==> config.mk <==
export PLATFORM = sky130hd
export DESIGN_NAME = sfd_echo_calc
export DESIGN_NICKNAME = d
export VERILOG_FILES = /design/src/design/sfd_echo_calc.sv
export SDC_FILE = /design/constraint.sdc
export NUM_CORES = 1
export LEC_CHECK = 0
export BUFFER_PORTS_ARGS = -buffer_cell sky130_fd_sc_hd__buf_4
export CAP_MARGIN = 20
export CORE_ASPECT_RATIO = 1.5
export CORE_UTILIZATION = 59
export DETAILED_ROUTE_END_ITERATION = 6
export PLACE_DENSITY = 0.91
export SLEW_MARGIN = 5
export SYNTH_ARGS = -nofsm -noshare
export SYNTH_HDL_FRONTEND = slang
export SYNTH_SLANG_ARGS = --single-unit
==> constraint.sdc <==
create_clock -name vclk -period 14.3
set_input_delay 1.43 -clock vclk [all_inputs]
set_output_delay 1.43 -clock vclk [all_outputs]
set_load 0.01 [all_outputs]
==> src/design/sfd_echo_calc.sv <==
module sfd_echo_calc #(
   parameter int unsigned SAMPLE_BITS = 24
) (
   input  logic [SAMPLE_BITS-1:0] x,
   input  logic [SAMPLE_BITS-1:0] d,
   output logic [SAMPLE_BITS-1:0] s,
   output logic [SAMPLE_BITS-1:0] y
);

   localparam int unsigned SB = SAMPLE_BITS;
   localparam logic [SB-1:0] SAT_MAX = {1'b0, {(SB-1){1'b1}}};
   localparam logic [SB-1:0] SAT_MIN = {1'b1, {(SB-1){1'b0}}};

   logic [SB:0] sum_store;
   logic [SB:0] sum_out;

   // Stored value: x plus half of d (floor), saturated
   always_comb begin
      sum_store = {x[SB-1], x} + {d[SB-1], d[SB-1], d[SB-1:1]};
      if (sum_store[SB] != sum_store[SB-1]) begin
         s = sum_store[SB] ? SAT_MIN : SAT_MAX;
      end else begin
         s = sum_store[SB-1:0];
      end
   end

   // Output: stored value plus d, saturated
   always_comb begin
      sum_out = {s[SB-1], s} + {d[SB-1], d};
      if (sum_out[SB] != sum_out[SB-1]) begin
         y = sum_out[SB] ? SAT_MIN : SAT_MAX;
      end else begin
         y = sum_out[SB-1:0];
      end
   end

endmodule
Word level (Yosys, flattened, before mapping)
Index checks and enable logic that the tools add are counted.
W data, S select, Z words.
- flip-flop bits (word level): 0
- input bits: 48
- output and inout bits: 48
- word-level logic and storage cells: 8
- add/subtract/negate cells: 2
- equal/unequal tests: 2
- muxes and demuxes: 4
- operators by type and width (kind ; count):
    $mux W24 ; 4
    $add A24 B23 Y25 ; 1
    $add A24 B24 Y25 ; 1
    $ne A1 B1 Y1 ; 2

Longest topological paths before layout
Gate-level depths: netlist of the first run.
- depth after elaboration: 6
- depth in mapped cells: 22
- gate-level depth less buffers: 19

Worst setup path before layout of the first run
OpenSTA, ideal clock, no wires.
- path type: in2out
- start: in x[0]
- end: out y[15]
- data arrival time: 5955 ps
- data required time: 12870 ps
- slack: 6915 ps
- cell stages on the path: 22
- buffers on the path: 3
- path through: ha_1 -> fa_1 -> a211oi_2 -> o21ai_1 -> a311oi_1 -> a21oi_1 -> a21o_1 -> buf_2 -> nand2_8 -> buf_6 -> nand2_1 -> ha_1 -> fa_1 -> a211oi_1 -> o21ai_0 -> o2111ai_1 -> a21oi_1 -> o21ai_0 -> nor2_1 -> nand3_1 -> clkbuf_1 -> o211ai_1
- longest elaborated chain between the ends: 6
- elaborated cells on any way between the ends: 8
- those cells by class: 2 x add/sub; 2 x eq/ne; 4 x mux
- ends and longest elaborated chain (what ; line ; text):
    start, declared ; 4 ; input logic [SAMPLE_BITS-1:0] x,
    $add A24 B23 Y25 * ; 19 ; sum_store = {x[SB-1], x} + {d[SB-1], d[SB-1], d[SB-1:1]};
    $mux W24 or $ne A1 B1 Y1 (tied branches) ; 21, 20 ;
    $mux W24 * ; 20 ; if (sum_store[SB] != sum_store[SB-1]) begin
    named net s[0] ; 6 ; output logic [SAMPLE_BITS-1:0] s,
    $add A24 B24 Y25 * ; 29 ; sum_out = {s[SB-1], s} + {d[SB-1], d};
    $mux W24 or $ne A1 B1 Y1 (tied branches) ; 31, 30 ;
    $mux W24 * ; 30 ; if (sum_out[SB] != sum_out[SB-1]) begin
    end, declared ; 7 ; output logic [SAMPLE_BITS-1:0] y
The timed path passes the listed nets; every way through them passes the cells marked *.

Worst setup path in the final report of the first run
- start: in d[1]
- end: out y[13]
- longest elaborated chain between the ends: 6
- elaborated cells on any way between the ends: 8
- those cells by class: 2 x add/sub; 2 x eq/ne; 4 x mux
- ends and longest elaborated chain (what ; line ; text):
    start, declared ; 5 ; input logic [SAMPLE_BITS-1:0] d,
    $add A24 B23 Y25 ; 19 ;
    $mux W24 or $ne A1 B1 Y1 (tied branches) ; 21, 20 ;
    $mux W24 ; 20 ;
    $add A24 B24 Y25 * ; 29 ;
    $mux W24 or $ne A1 B1 Y1 (tied branches) ; 31, 30 ;
    $mux W24 * ; 30 ;
Every way passes the cells marked *; elsewhere a longest branch is shown, timed or not.

==> results.txt, run 1 <==
status: completed
post-synth top area share: 20.4%
placed wire-length estimate: 7500 µm
Max Clock Freq: 111 MHz
largest net degree at the start of global routing: 24
Place WS: 5.36 ns
Seq cells: 0
Worst Min Path Start: d[23]
Area growth syn-to-layout: 25.6%
max-cap violations: 0
Cells after DPL: 537
Layout Cell Area excl Fill: 3610 µm²
Cells after Synth: 387
Slew headroom: 35.4%
Hold Buf Count CTS: 0
vias per cell: 6.38
share of layout cells above drive strength 1: 25.4%
number of placement rows: 30
clock buf count: 0
die extent in x: 59.0 µm
WL final: 8970 µm
via count: 3,424
top post-synthesis cells by count: ha_1, a21oi_1, o211ai_1, o21ai_0
Worst EP arrival: 7.60 ns
Metal-1 WL: 3530 µm
Die H: 87.5 µm
WP data required: 12.87 ns
Port Buf Inserts: 96
largest area contributor in the netlist: ha_1
syn_nets: 484
count leader, synth: ha_1
Yosys Warn Count: 0
fin crit period: 9.03 ns
final setup violation count: 0
total global-route track usage: 34.2%
Placer Congestion: 0.906
global-route wire length before repair: 14,000 µm
Reg area: 0 µm²
DR DRC count: 0
GRT overflow: 0
Crit. End Element: primary output
peak supply drop: 0.0603 mV
Slew Limit Fails: 0
synthesized area: 2880 µm²
Startpoint Class: input pin
core area: 4620 µm²
syn_area_per_cell: 7.43 µm²
Slew @ Worst Pin: 0.957 ns
DIE AREA: 5160 µm²
Antenna Nets Post-Route: 0
RSZ-0062 raised after global routing: false
wire per inst: 16.7 µm
ranking of synthesized cells by area: ha_1, a21oi_1, o211ai_1, xnor2_1, a21o_1
# nets final: 572
P per Cell Area: 141 nW/µm²
drt first pass iters: 4
placed cell area: 3610 µm²
vias in the first global route: 3,154
iteration-0 DRC count of the detailed router: 187
Unique masters post-synth: 58
antenna violations before repair: 0
Lkg Pwr: 1.72 nW
post_cts resized: 0
Finished Layout Cells: 537
Post-CTS Setup Bufs: 0
Final Hold Vio Count: 0
Critical Path Fanout Max: 23
Hold WC Path Type: in2out
Setup Crit Path Kind: in2out
metal2 WL: 4800 µm
antenna diode count: 0
Seq/Total Area, Yosys: 0%
Highest Signal Layer: met4
crit path from: d[1]
Initial Utilization: 62.3%
IO Pins: 96
post-route clock period utilization: 63.1%
met3 wire len: 321 µm
Final TNS setup: 0 ns
PnR worst setup slack: 5.27 ns
==> worst max-delay path, cell delays in order <==
cell and delay, ns:
buf_4 0.13, ha_1 0.20, fa_1 0.45, a211oi_2 0.24, o21ai_1 0.18, a311oi_1 0.29
a21oi_1 0.17, a21o_1 0.41, nor2_4 0.58, o21ai_0 0.26, ha_1 0.47, a2111o_1 0.17
o21ai_1 0.06, a21oi_1 0.37, a21oi_1 0.22, nor3_1 0.55, nor4_1 0.14, o21ai_2 0.77
o211ai_1 0.25, buf_4 0.22
==> kinds of logic (layout without fill, tap and decap cells) <==
| family | Yosys count | count (layout) | share of synthesized area [%] |
|---|---|---|---|
| AOI/OAI and AO/OA | 176 | 176 | 43.1 |
| and+or+nand+nor | 100 | 100 | 18.2 |
| adders and majority gates | 53 | 53 | 23.2 |
| xor gates and xnor gates | 40 | 40 | 12.2 |
| buffers and inverters | 18 | 104 | 3.26 |
==> final cells by class <==
type                            count  area, µm²
Fill cell                         357       1000
Inverter                            8       30.0
Timing Repair Buffer               96        721
Tap cell                           64       80.1
Multi-Input combinational cell    369       2780
==> placed cells by master (no fill, tap or decap), drive strengths merged, types with 2 or more instances in the layout <==
| cell | netlist | final |
|---|---|---|
| nand4 | 2 | 2 |
| o21a | 4 | 4 |
| a2111o | 2 | 2 |
| o41ai | 2 | 2 |
| maj3 | 4 | 4 |
| or2 | 2 | 2 |
| xnor2 | 21 | 21 |
| nand2 | 22 | 22 |
| xor2 | 19 | 19 |
| a211oi | 7 | 7 |
| nor2 | 24 | 24 |
| a31oi | 2 | 2 |
| o21ai | 31 | 31 |
| ha | 47 | 47 |
| nand3 | 12 | 12 |
| fa | 2 | 2 |
| a211o | 3 | 3 |
| a311oi | 3 | 3 |
| o211ai | 26 | 26 |
| a21o | 23 | 23 |
| or4 | 2 | 2 |
| o2111ai | 3 | 3 |
| a21boi | 2 | 2 |
| a21oi | 50 | 50 |
| o21bai | 8 | 8 |
| nor3 | 12 | 12 |
| and3 | 8 | 8 |
| nand2b | 8 | 8 |
| and2 | 4 | 4 |
| o31ai | 2 | 2 |
| inv | 8 | 8 |
| buf | 7 | 96 |
==> layer usage <==
| metal | track usage, % | vias to the layer above |
|---|---|---|
| met4 | 14.9 | 0 |
| met2 | 65.8 | 136 |
| met5 | 0 | - |
| li1 | - | 1684 |
| met3 | 3.86 | 26 |
| met1 | 36.1 | 1578 |
==> path summary, 6_finish.rpt <==
check | end | slack [ns] | depth (start not counted)
worst max-delay path | y[13] | 5.27 | 20
worst min-delay path | y[23] | 3.26 | 4
==> where the power goes <==
group | internal, W | leakage, nW | switching [W] | total (W)
Sequential | 0 | 0 | 0 | 0
Clock | 0 | 0 | 0 | 0
Combinational | 0.000233 | 1.72 | 0.000275 | 0.000508
==> stage by stage <==
step / hold WS, ns / utilization [%] / total power [W]
finish: 3.26 / 78.3 / 0.000508
global route: 3.31 / 78.3 / 0.000553
CTS: 3.26 / 78.3 / 0.000504
detailed placement: 3.26 / 78.3 / 0.000502
global placement: 3.25 / 78.3 / 0.000495
floorplan: 3.03 / - / 0.000324
Power figures use the tool's default switching activity.
==> run 2: changes to the inputs <==
- ABC_AREA: unset -> 1
- CORE_UTILIZATION: 59 -> 55
- PLACE_DENSITY: 0.91 -> 0.85
- clock period: 14.3 -> 9 ns (I/O delays scaled with it)
==> results.txt, run 2 <==
status: completed
Startpoint Class: input pin
iteration-0 DRC count of the detailed router: 83
hold depth: 5
Total Power: 0.000845 W
Final TNS setup: 0 ns
Unique masters post-synth: 35
placed wire-length estimate: 8430 µm
Max Clock Freq: 154 MHz
hold_ws: 2.23 ns
IO Pins: 96
Place WS: 2.53 ns
Worst EP arrival: 5.60 ns
wire per inst: 14.1 µm
post-synth top area share: 18.9%
global-route wire length before repair: 15,400 µm
largest net degree at the start of global routing: 24
drt first pass iters: 4
Yosys Warn Count: 0
Slew headroom: 49.8%
Worst Min Path Start: d[0]
Slew @ Worst Pin: 0.753 ns
clock buf count: 0
Critical Path End: y[6]
post_cts resized: 0
RSZ-0062 raised after global routing: false
WL final: 9630 µm
critical path's slowest cell: nor2_2
Critical Path Fanout Max: 23
DR DRC count: 0
WP data required: 8.10 ns
Final Hold Vio Count: 0
die extent in x: 63.5 µm
antenna diode count: 0
P per Cell Area: 220 nW/µm²
PnR worst setup slack: 2.50 ns
syn_area_per_cell: 5.91 µm²
count leader, synth: nand2_1
largest area contributor in the netlist: ha_1
Lkg Pwr: 2.14 nW
Port Buf Inserts: 96
# fillers: 540
Die H: 94.2 µm
DIE AREA: 5980 µm²
vias per cell: 5.47
Worst path max stage delay: 0.60 ns
number of placement rows: 33
fin crit period: 6.50 ns
post-route clock period utilization: 72.2%
peak supply drop: 0.165 mV
commonest non-fill, non-tap cell in the layout: nand2_1
syn_nets: 624
Slew Limit Fails: 0
Crit. End Element: primary output
crit path from: d[1]
core area: 5450 µm²
antenna violations before repair: 0
most used cell, CP: nand2_1
Placer Congestion: 0.919
final core occ: 70.3%
synthesized area: 3120 µm²
Initial Utilization: 57.2%
share of layout cells above drive strength 1: 25.1%
most frequent cells in the layout: nand2_1, buf_4, a21oi_1
# nets final: 713
Hold WC Path Type: in2out
Seq cells: 0
Area growth syn-to-layout: 23.0%
Reg area: 0 µm²
top post-synthesis cells by count: nand2_1, a21oi_1, inv_1, ha_1, nand2_2
total global-route track usage: 32.0%
final setup violation count: 0
Antenna Nets Post-Route: 0
GRT overflow: 0
Setup Crit Path Kind: in2out
ranking of synthesized cells by area: ha_1, nand2_1, a21oi_1, nand2_2, inv_1
via count: 3,739
Hold Buf Count CTS: 0
Post-CTS Setup Bufs: 0
Seq/Total Area, Yosys: 0%
Cells after Synth: 527
max-cap violations: 0
vias in the first global route: 3,645
Multi-input gate area: 2820 µm²
-- run 2: changes by cell type in the layout (fill, tap and decap cells not counted), sizes merged, moves of 10 or more --
| cell | change |
|---|---|
| a21o | -16 |
| inv | +44 |
| nand2 | +163 |
| nor3 | -11 |
| o211ai | -26 |
| a21oi | +12 |
| o21ai | -10 |
| nor2 | +17 |
| nand3 | +19 |
-- run 2: area by class of cell --
class / count / area share, %
tap: 70 / 2.29
inverter: 53 / 5.19
multi-input combinational: 465 / 73.7
timing repair buffer: 96 / 18.8
-- run 2: worst min path at each step --
| stage | end |
|---|---|
| 2_1_floorplan | y[23] |
| 3_3_place_gp | y[0] |
| 3_5_place_dp | y[0] |
| 4_1_cts | y[0] |
| 5_1_grt | y[0] |
| 6_report | y[0] |
-- run 2: kinds of logic (layout without fill, tap and decap cells) --
family,after synthesis,count (layout),share of synthesized area (%)
adders and majority gates,49,49,20.2
buffers and inverters,62,149,9.36
and+or+nand+nor,274,274,41.1
AOI/OAI and AO/OA,104,104,18.7
xor gates and xnor gates,38,38,10.7
-- run 2: per-layer routing --
metal,wire (µm),part of all wire (%),up-vias,GRT usage [%]
met5,0,0,-,0
met3,384,4.0,46,3.16
met2,4960,52,128,63.7
met4,639,6.6,0,20.6
met1,3640,38,1637,30.0
li1,-,-,1928,-
-- run 2: report_power, final --
part	leakage, nW	internal (W)	total, W	switching (W)
combinational	2.14	0.000361	0.000845	0.000484
clock	0	0	0	0
sequential	0	0	0	0
total	2.14	0.000361	0.000845	0.000484
-- run 2: per-stage QoR --
stage	area, µm²	cells
floorplan	3120	527
global placement	3830	684
detailed placement	3830	684
CTS	3830	684
global route	3830	684
finish	3830	684
-- run 2: worst max-delay path: cells and delay by family --
family                   cells  cell delay, ns
AND/OR/NAND/NOR             18            2.64
adder cells (fa/ha/maj)      4            1.30
AO/OA/AOI/OAI                1            0.25
buffers and inverters        4            0.49
